File: src/design/lbe_pkg.sv
// ----------------------------------------------------------------------------
// LED breathing envelope package
// Widths, constants, codes and the divider request/response types.
// ----------------------------------------------------------------------------
package lbe_pkg;

  // Field and register widths.
  localparam int MODE_W  = 2;
  localparam int TOP_W   = 16;
  localparam int DUTY_W  = 8;

  // Iterative divider sizing: the widest dividend is 1000 times a 16-bit offset.
  localparam int DIV_W   = 26;
  localparam int ITER_W  = $clog2(DIV_W + 1);

  // Envelope arithmetic constants.
  localparam int PWM_TOP        = 255;
  localparam int PERMILLE_SCALE = 1000;
  localparam int PERCENT_SCALE  = 100;
  localparam int FIFTH_DIVISOR  = 5;

  // Animation mode codes.
  typedef enum logic [MODE_W-1:0] {
    MODE_OFF   = 2'd0,
    MODE_RED   = 2'd1,
    MODE_GREEN = 2'd2,
    MODE_BLUE  = 2'd3
  } anim_mode_t;

  // Register indexes as decoded from the word address.
  typedef enum logic {
    REG_ANIM_MODE  = 1'b0,
    REG_PERIOD_TOP = 1'b1
  } reg_idx_t;

  // Request to the shared divider. The dividend is left-aligned in DIV_W bits
  // and iters gives the number of significant dividend bits.
  typedef struct packed {
    logic              start;
    logic [DIV_W-1:0]  dividend;
    logic [TOP_W-1:0]  divisor;
    logic [ITER_W-1:0] iters;
  } div_req_t;

  // Response of the shared divider: done pulses for one cycle.
  typedef struct packed {
    logic             done;
    logic [DIV_W-1:0] quotient;
  } div_rsp_t;

endpackage

File: src/design/lbe_div.sv
// ----------------------------------------------------------------------------
// LED breathing envelope divider
// Restoring divider that retires one quotient bit per clock cycle.
// ----------------------------------------------------------------------------
module lbe_div
  import lbe_pkg::*;
(
  input  logic     clk,
  input  logic     rst_n,
  input  div_req_t req,
  output div_rsp_t rsp
);

  logic              busy_r,  busy_nxt;
  logic              done_r,  done_nxt;
  logic [ITER_W-1:0] cnt_r,   cnt_nxt;
  logic [DIV_W-1:0]  num_r,   num_nxt;
  logic [DIV_W-1:0]  quo_r,   quo_nxt;
  logic [TOP_W-1:0]  rem_r,   rem_nxt;
  logic [TOP_W-1:0]  dvs_r,   dvs_nxt;
  logic [TOP_W:0]    trial;

  // One shift-subtract step per cycle while busy.
  always_comb begin
    busy_nxt = busy_r;
    done_nxt = 1'b0;
    cnt_nxt  = cnt_r;
    num_nxt  = num_r;
    quo_nxt  = quo_r;
    rem_nxt  = rem_r;
    dvs_nxt  = dvs_r;
    trial    = {rem_r, num_r[DIV_W-1]};
    if (req.start) begin
      busy_nxt = 1'b1;
      cnt_nxt  = req.iters;
      num_nxt  = req.dividend;
      quo_nxt  = '0;
      rem_nxt  = '0;
      dvs_nxt  = req.divisor;
    end else if (busy_r) begin
      num_nxt = {num_r[DIV_W-2:0], 1'b0};
      if (trial >= {1'b0, dvs_r}) begin
        rem_nxt = TOP_W'(trial - {1'b0, dvs_r});
        quo_nxt = {quo_r[DIV_W-2:0], 1'b1};
      end else begin
        rem_nxt = trial[TOP_W-1:0];
        quo_nxt = {quo_r[DIV_W-2:0], 1'b0};
      end
      cnt_nxt = cnt_r - ITER_W'(1);
      if (cnt_r == ITER_W'(1)) begin
        busy_nxt = 1'b0;
        done_nxt = 1'b1;
      end
    end
  end

  // Datapath registers hold; control registers clear on reset.
  always_ff @(posedge clk) begin
    cnt_r <= cnt_nxt;
    num_r <= num_nxt;
    quo_r <= quo_nxt;
    rem_r <= rem_nxt;
    dvs_r <= dvs_nxt;
    if (!rst_n) begin
      busy_r <= 1'b0;
      done_r <= 1'b0;
    end else begin
      busy_r <= busy_nxt;
      done_r <= done_nxt;
    end
  end

  assign rsp.done     = done_r;
  assign rsp.quotient = quo_r;

endmodule

File: src/design/led_breathing_envelope.sv
// ----------------------------------------------------------------------------
// LED breathing envelope
// Breathing-light duty generator for one channel of an RGB LED.
// ----------------------------------------------------------------------------
// Usage: each input transaction carries one tick flag in in_tdata[0]. A tick
// of 0 is accepted while idle and gives no result. A tick of 1 gives exactly
// one output transaction with the red, green and blue duties and led_power.
// Registers anim_mode (address 0) and period_top (address 4) are written over
// the APB port; the user must write them only while the block is idle, as the
// block itself does not enforce it. Either write clears the progress count.
// With animation on, a nonzero period_top and the count inside the first
// fifth of the period, one tick runs the shared restoring divider three times
// (a 16-bit, a 26-bit and a 15-bit division) under the sequencer before
// out_tvalid rises. Past the first fifth only the first division runs. With
// mode 0 or a zero top no division is done.
// in_tready is low from the acceptance of a tick until its result is loaded
// into the output register, so the block takes no new tick before then.
// If the receiver stalls, the result waits in the output register; the block
// still accepts the next tick and holds the following result in its sequencer
// until the output register frees up.
// Reset (rst_n low at a clock edge) returns mode 0, period_top 1000 and a
// progress count of 0, and drops out_tvalid.
// ----------------------------------------------------------------------------
module led_breathing_envelope
  import lbe_pkg::*;
(
  input  logic        clk,
  input  logic        rst_n,
  // Input stream: [0] tick, [7:1] unused
  input  logic        in_tvalid,
  output logic        in_tready,
  input  logic [7:0]  in_tdata,
  // Output stream: [7:0] red_duty, [15:8] green_duty, [23:16] blue_duty,
  // [24] led_power, [31:25] zero
  output logic        out_tvalid,
  input  logic        out_tready,
  output logic [31:0] out_tdata,
  // APB configuration port
  input  logic        psel,
  input  logic        penable,
  input  logic        pwrite,
  input  logic [2:0]  paddr,
  input  logic [31:0] pwdata,
  output logic [31:0] prdata,
  output logic        pready
);

  typedef enum logic [2:0] {
    S_IDLE,
    S_FIFTH,
    S_CHECK,
    S_PERMILLE,
    S_LEVEL,
    S_FINISH
  } state_t;

  state_t              state_r,  state_nxt;
  anim_mode_t          mode_r,   mode_nxt;
  logic [TOP_W-1:0]    top_r,    top_nxt;
  logic [TOP_W-1:0]    count_r,  count_nxt;
  logic [TOP_W-1:0]    off_r,    off_nxt;
  logic                down_r,   down_nxt;
  logic [DUTY_W-1:0]   level_r,  level_nxt;
  logic                oval_r,   oval_nxt;
  logic [DUTY_W-1:0]   red_r,    red_nxt;
  logic [DUTY_W-1:0]   green_r,  green_nxt;
  logic [DUTY_W-1:0]   blue_r,   blue_nxt;
  logic                power_r,  power_nxt;

  div_req_t            div_req;
  div_rsp_t            div_rsp;

  logic                cfg_wr;
  reg_idx_t            cfg_idx;
  logic [TOP_W-1:0]    fifth;
  logic [TOP_W-1:0]    tenth;
  logic [TOP_W:0]      count_inc;
  logic [DUTY_W-1:0]   ramp;
  logic [14:0]         scaled;

  // Shared iterative divider.
  lbe_div u_div (
    .clk   (clk),
    .rst_n (rst_n),
    .req   (div_req),
    .rsp   (div_rsp)
  );

  assign cfg_wr  = psel & penable & pwrite & pready;
  assign cfg_idx = reg_idx_t'(paddr[2]);

  // Quotient taps for each phase of the sequence.
  assign fifth     = div_rsp.quotient[TOP_W-1:0];
  assign tenth     = {1'b0, fifth[TOP_W-1:1]};
  assign ramp      = div_rsp.quotient[DUTY_W-1:0];
  assign scaled    = {8'd0, div_rsp.quotient[6:0]} * 15'(PWM_TOP);
  assign count_inc = {1'b0, count_r} + (TOP_W+1)'(1);

  // Sequencer, output register and configuration writes.
  always_comb begin
    state_nxt = state_r;
    mode_nxt  = mode_r;
    top_nxt   = top_r;
    count_nxt = count_r;
    off_nxt   = off_r;
    down_nxt  = down_r;
    level_nxt = level_r;
    oval_nxt  = oval_r;
    red_nxt   = red_r;
    green_nxt = green_r;
    blue_nxt  = blue_r;
    power_nxt = power_r;
    div_req   = '0;

    if (oval_r && out_tready) begin
      oval_nxt = 1'b0;
    end

    case (state_r)
      S_IDLE: begin
        if (in_tvalid && in_tdata[0]) begin
          if (mode_r == MODE_OFF || top_r == '0) begin
            level_nxt = '0;
            state_nxt = S_FINISH;
          end else begin
            // The fifth of the period; the tenth is half of it.
            div_req.start    = 1'b1;
            div_req.dividend = {top_r, (DIV_W-TOP_W)'(0)};
            div_req.divisor  = TOP_W'(FIFTH_DIVISOR);
            div_req.iters    = ITER_W'(TOP_W);
            state_nxt        = S_FIFTH;
          end
        end
      end
      S_FIFTH: begin
        if (div_rsp.done) begin
          if (count_r < tenth) begin
            off_nxt   = count_r;
            down_nxt  = 1'b0;
            state_nxt = S_CHECK;
          end else if (count_r < fifth) begin
            off_nxt   = count_r - tenth;
            down_nxt  = 1'b1;
            state_nxt = S_CHECK;
          end else begin
            level_nxt = '0;
            state_nxt = S_FINISH;
          end
        end
      end
      S_CHECK: begin
        // Per-mille position within the ramp.
        div_req.start    = 1'b1;
        div_req.dividend = DIV_W'({10'd0, off_r} * DIV_W'(PERMILLE_SCALE));
        div_req.divisor  = top_r;
        div_req.iters    = ITER_W'(DIV_W);
        state_nxt        = S_PERMILLE;
      end
      S_PERMILLE: begin
        // Per-mille stays below 100 here, so seven bits carry it.
        if (div_rsp.done) begin
          div_req.start    = 1'b1;
          div_req.dividend = {scaled, (DIV_W-15)'(0)};
          div_req.divisor  = TOP_W'(PERCENT_SCALE);
          div_req.iters    = ITER_W'(15);
          state_nxt        = S_LEVEL;
        end
      end
      S_LEVEL: begin
        // The ramp never exceeds 252, so the falling edge needs no clamp.
        if (div_rsp.done) begin
          level_nxt = down_r ? DUTY_W'(PWM_TOP) - ramp : ramp;
          state_nxt = S_FINISH;
        end
      end
      S_FINISH: begin
        if (!oval_r || out_tready) begin
          oval_nxt  = 1'b1;
          red_nxt   = (mode_r == MODE_RED)   ? level_r : '0;
          green_nxt = (mode_r == MODE_GREEN) ? level_r : '0;
          blue_nxt  = (mode_r == MODE_BLUE)  ? level_r : '0;
          power_nxt = (mode_r != MODE_OFF) && (level_r != '0);
          if (mode_r != MODE_OFF) begin
            count_nxt = (count_inc > {1'b0, top_r}) ? '0 : count_inc[TOP_W-1:0];
          end
          state_nxt = S_IDLE;
        end
      end
      default: begin
        state_nxt = S_IDLE;
      end
    endcase

    // Either register write restarts the animation period.
    if (cfg_wr) begin
      case (cfg_idx)
        REG_ANIM_MODE:  mode_nxt = anim_mode_t'(pwdata[MODE_W-1:0]);
        REG_PERIOD_TOP: top_nxt  = pwdata[TOP_W-1:0];
        default:        mode_nxt = mode_r;
      endcase
      count_nxt = '0;
    end
  end

  // State and registered outputs.
  always_ff @(posedge clk) begin
    off_r   <= off_nxt;
    down_r  <= down_nxt;
    level_r <= level_nxt;
    red_r   <= red_nxt;
    green_r <= green_nxt;
    blue_r  <= blue_nxt;
    power_r <= power_nxt;
    if (!rst_n) begin
      state_r <= S_IDLE;
      mode_r  <= MODE_OFF;
      top_r   <= TOP_W'(PERMILLE_SCALE);
      count_r <= '0;
      oval_r  <= 1'b0;
    end else begin
      state_r <= state_nxt;
      mode_r  <= mode_nxt;
      top_r   <= top_nxt;
      count_r <= count_nxt;
      oval_r  <= oval_nxt;
    end
  end

  assign in_tready  = (state_r == S_IDLE);
  assign out_tvalid = oval_r;
  assign out_tdata  = {7'd0, power_r, blue_r, green_r, red_r};

  // Register read-back.
  assign prdata = (cfg_idx == REG_PERIOD_TOP) ? {16'd0, top_r} : {30'd0, mode_r};
  assign pready = 1'b1;

endmodule

File: config.mk
export PLATFORM = sky130hd
export DESIGN_NAME = led_breathing_envelope
export DESIGN_NICKNAME = d
export VERILOG_FILES = /design/src/design/lbe_pkg.sv /design/src/design/lbe_div.sv /design/src/design/led_breathing_envelope.sv
export SDC_FILE = /design/constraint.sdc
export NUM_CORES = 1
export LEC_CHECK = 0
export BUFFER_PORTS_ARGS = -buffer_cell sky130_fd_sc_hd__buf_2
export CORE_MARGIN = 1
export CORE_UTILIZATION = 60
export DETAILED_ROUTE_END_ITERATION = 10
export PLACE_DENSITY = 0.8
export RECOVER_POWER = 100
export SYNTH_ARGS = -nofsm -noshare
export SYNTH_HDL_FRONTEND = slang
export SYNTH_SLANG_ARGS = --single-unit
File: constraint.sdc
create_clock -name clk -period 6.17 [get_ports clk]
set_input_delay 0 -clock clk [delete_from_list [all_inputs] [get_ports clk]]
set_output_delay 0 -clock clk [all_outputs]
set_load 0.005 [all_outputs]
# [Word-level counts from Yosys, hierarchy flattened]
# Cells that the tools add are included.
[word_totals] reg_bits=169 input_bits=50 output_inout_bits=67 wordCells=114
[op_classes] addsub=5 mul=2 n_lt_le_gt_ge=4 eq_ne=17 n_mux=39 n_bitwise=5 reduce_logical=23
[ops] cell="$mux 48" n=3
[ops] cell="$pmux 48 s3" n=1
[ops] cell="$mux 16" n=5
[ops] cell="$mux 8" n=7
[ops] cell="$mux 26" n=2
[ops] cell="$mux 3" n=8
[ops] cell="$pmux 8 s3" n=1
[ops] cell="$mul 16x7->23 const B" n=1
[ops] cell="$pmux 3 s6" n=1
[ops] cell="$add 16x1->17 const B" n=1
[ops] cell="$ge 17x16->1" n=1
[ops] cell="$gt 17x16->1" n=1
[ops] cell="$logic_not 16->1" n=1
[ops] cell="$lt 16x15->1" n=1
[ops] cell="$lt 16x16->1" n=1
[ops] cell="$sub 16x15->16" n=1
[ops] cell="$sub 16x16->16" n=1
[ops] cell="$mul 7x8->15 const B" n=1
[ops] cell="$mux 5" n=2
[ops] cell="$ne 2x1->1 const B" n=5
[ops] cell="$mux 1" n=9
[ops] cell="$reduce_bool 8->1" n=1
[ops] cell="$sub 8x8->8 const A" n=1
[ops] cell="$reduce_and 7->1" n=1
[ops] cell="other kinds (22)" n=38

# [Depth between registers and ports, before layout]
[logic_depth] ltp_word=6 mapped_depth=16 depth_no_buf=16

# [Cells and area by module]
# A second synthesis with hierarchy kept.
[hier_totals] cells_unflattened=1516 hier_area_um2=14535.2
[modules_own_cells] module="led_breathing_envelope" n_inst=1 cells_per_inst=1092 area_per_inst_um2=9967.1 seq_area_each_um2=2262.2
[modules_own_cells] module="lbe_div" n_inst=1 cells_per_inst=424 area_per_inst_um2=4568.1 seq_area_each_um2=2292.2

# [Least setup slack after synthesis]
# OpenSTA, ideal clock, no wires.
[synth_timing] path_kind="flip-flop to flip-flop" start="register off_r[10]" end="register u_div.num_r[24], data pin" setup_time_ns=0.261 t_arrival_ns=4.480 t_required_ns=5.909 slack_ns=1.429 stages_incl_launch_ff=17 path_buffers=0 period_less_slack_ns=4.741 path_cell_list="edfxtp_1 inv_1 fa_1 fa_1 inv_1 fa_1 inv_1 fa_1 inv_1 ha_1 a21oi_1 o21ai_0 a31oi_1 a21oi_1 or3_1 xor2_1 a221o_1"
[synth_between] elab_chain_len=3
[synth_lines] element="start: declaration" line_no="led_breathing_envelope.sv:61" source="logic [TOP_W-1:0] off_r, off_nxt;"
[synth_lines] element="start signal: assignment" line_no="led_breathing_envelope.sv:207" source="off_r <= off_nxt;"
[synth_lines] element="$mul 16x7->23" line_no="led_breathing_envelope.sv:154" source="div_req.dividend = DIV_W'({10'd0, off_r} * DIV_W'(PERMILLE_SCALE));"
[synth_lines] element="$pmux 48 s3" line_no="led_breathing_envelope.sv:119" source="case (state_r)"
[synth_lines] element="$mux 26" line_no="lbe_div.sv:33" source="if (req.start) begin"
[synth_lines] element="net u_div.num_nxt[24]" line_no="lbe_div.sv:17" source="logic [DIV_W-1:0] num_r, num_nxt;"
[synth_lines] element="end signal: assignment" line_no="lbe_div.sv:60" source="num_r <= num_nxt;"
[synth_lines] element="end: declaration" line_no="lbe_div.sv:17"
# The timed path passes the listed nets, and every way through them passes these cells.
# A chain may end at the register's enable or synchronous reset.

# [Worst setup path after layout]
[layout_timing] start="register off_r[5]" end="register u_div.num_r[19], data pin"
# Same word-level chain as after synthesis.

==> flow_summary.json <==
{
  "worstPathArrival_ps": 5440,
  "post-route-period-util_pct": 85.1,
  "crit_type": "flip-flop to flip-flop",
  "hold_depth": 2,
  "worst_pin_slew_ps": 1640,
  "holdWs_ps": 43.9,
  "die_h_um": 154,
  "antennaDiodeCount": 0,
  "grt.total_usage_pct": 30.1,
  "cts_max_level": 4,
  "hold_path_startpoint": "rst_n",
  "cap_violations": 2,
  "rsz0062_at_grt": "false",
  "yosys-top-cells-area": "edfxtp_1 (20%), ha_1 (14%), fa_1 (11%)",
  "finClkSkew_ps": 14.8,
  "end_kind": "flip-flop",
  "synth-seq-cells": 166,
  "cts_made_buffers": 17,
  "ys_seq_area_share_pct": 30.9,
  "cts_tree": "built",
  "core_um2": 22600,
  "grt_pass1_vias": 10800,
  "dp.final_hpwl_um": 26200,
  "final_hold_viol_count": 0,
  "grt-ovfl-total": 0,
  "routed_wl_um": 34400,
  "start_util_pct": 61.0,
  "cp.required_ps": 6360,
  "die_x_um": 154,
  "period_minus_slack_ps": 5250,
  "r2r-start": "off_r[5]",
  "fin_nets": 1830,
  "wl_per_cell_um": 18.6,
  "p_leak_uw": 0.00700,
  "cts_setup_buffers": 0,
  "gp_congestion": 0.967,
  "io_pins": 117,
  "routed_via_density": 6.03,
  "clockBufferDepth": 2,
  "grt_start_max_net_pins": 50,
  "port_buffers": 67,
  "drc": 0,
  "ys_types": 75,
  "setup_tns_ps": 0,
  "netlist.area_leader.share_pct": 20.4,
  "maxSlewHeadroom_pct": -9.23,
  "finalNonFillerCells": 1852,
  "dpl.cell_count": 1796,
  "vias": 11200,
  "drtAntennaViolNets": 0,
  "design_area_um2": 15100,
  "violations": "capacitance limit, slew limit",
  "firstDrtPassIters": 9,
  "die_area_um2": 23600,
  "slew_violations": 67,
  "synth-warning-count": 0,
  "syn_inst": 1485,
  "cts.sinks": 166,
  "cts_root_buffer": "clkbuf_16",
  "drive_gt1_share_pct": 5.68,
  "path_clk_slew_ps": 80,
  "hold_path.class": "input port to flip-flop",
  "clock_latency_ps": 450,
  "status": "complete, but fails checks",
  "syn_to_final_growth_pct": 8.95,
  "syn-mean-instance-area_um2": 9.30,
  "antenna_found_initial": 0,
  "drt_iter0_drc": 1044,
  "synth_enable_flop_cells": 94,
  "detailed_place.area_um2": 14300,
  "setup_viol": 0,
  "rrSetupSlack_ps": 920,
  "r2r-end": "u_div.num_r[19]",
  "start_kind": "flip-flop",
  "netlist_area_um2": 13800,
  "async_flop_share_pct": 0,
  "yosys_most_used_dff": "edfxtp_1",
  "hold_path_end": "top_r[4]",
  "num_rows": 55,
  "max_freq_mhz": 190,
  "vdd_drop_max_mv": 0.197,
  "reg2reg_depth": 14,
  "ys_top_cells_by_count": "inv_1 (179), ha_1 (151), nand2_1 (113), nor2_1 (102), edfxtp_1 (94)",
  "power_density_nw_per_um2": 244,
  "grt_pass1_wl_um": 55400,
  "yosys.cell_count.top_type": "inv_1",
  "yosysTopAreaCell": "edfxtp_1",
  "cp_max_fo": 4
}
-- placed cells by master (no fill, tap or decap), drive strengths merged, types with 6 or more instances in the layout --
master	synthesis	layout
dfxtp	72	72
mux2i	30	30
dlygate4sd3	0	24
ha	151	151
conb	2	24
edfxtp	94	94
and3	30	30
clkbuf	39	57
nor4	11	11
nand2	113	113
o21a	12	12
o211ai	12	12
o21ai	98	98
o31ai	7	7
clkinv	0	7
or3	8	8
a21oi	54	54
fa	75	75
nor2	102	102
and2	20	20
a21o	30	30
a31oi	13	13
a21boi	17	17
buf	37	40
a211oi	9	9
nand3	39	39
a211o	6	6
nand4	16	16
nand2b	20	20
inv	183	190
a221oi	8	8
xor2	29	29
nor2b	16	16
nor3	20	20
a221o	8	8
xnor2	40	40
-- registers in the layout, summed over array words and instances, names as in the netlist, 8 cells and up --
name         flops
count_r         16
blue_r           8
top_r           16
green_r          8
u_div.num_r     23
red_r            8
off_r           16
u_div.quo_r     16
u_div.dvs_r     16
u_div.rem_r     16
level_r          8
-- layout make-up --
cell class	instances	area, um^2
clock buffer	17	425
tap	285	357
sequential	166	4270
multi-input combinational	1082	8530
clock inverter	15	173
timing repair buffer	104	609
fill	1779	7590
inverter	183	687
-- stage by stage --
step                total power [uW]  setup slack, ps  util [%]
floorplan                       2260             1430         -
global placement                2540             1060      63.2
detailed placement              2570              922      63.2
CTS                             3670              901      66.9
global route                    3860              672      66.5
finish                          3670              918      66.5
-- critical path, cell delays in order (launching register included) --
cell and delay, ps:
edfxtp_1 490, inv_1 280, fa_1 500, fa_1 550
fa_1 450, fa_1 520, inv_1 40, ha_1 340
a21oi_1 270, o211a_1 220, o21ai_0 110, a31oi_1 420
o21ai_0 260, xor2_1 220, a221o_1 310
-- how the worst max path moves through the flow --
stage                   start              end  cells after the start
floorplan           off_r[10]  u_div.num_r[24]                     16
global placement    off_r[10]  u_div.num_r[24]                     16
detailed placement  off_r[10]  u_div.num_r[24]                     16
CTS                 off_r[10]  u_div.num_r[24]                     16
global route        off_r[10]  u_div.num_r[24]                     16
finish               off_r[5]  u_div.num_r[19]                     14
-- what timing repair did --
item                                    in CTS  in global routing
endpoints found under the hold margin       19                  0
resized for setup                            0                  0
endpoints found under the setup margin       0                  0
hold buffers                                24                  0
-- power by group --
part | leakage [uW] | total [uW] | switching, uW | internal (uW)
Clock | 0.000289 | 1070 | 525 | 546
Sequential | 0.00144 | 1340 | 84.5 | 1260
Combinational | 0.00527 | 1260 | 757 | 504
-- kinds of logic after synthesis --
kind of cell             count (synthesis)  share of synthesized area [%]
buffers and inverters                  259                           7.84
AO/OA/AOI/OAI                          321                           15.6
XOR/XNOR                                69                           4.37
other                                    2                         0.0544
AND/OR/NAND/NOR                        409                           14.3
multiplexers                            33                           2.42
flip-flops                             166                           30.9
adder cells (fa/ha/maj)                226                           24.5
-- metal layers --
layer | global-route usage, % | share of wire [%] | up-vias
li1 | - | - | 5280
met1 | 38.2 | 41 | 5373
met2 | 51.2 | 48 | 433
met3 | 5.55 | 6.7 | 90
met4 | 11.4 | 3.5 | 0
met5 | 0 | 0 | -
(Power assumes the default switching activity.)
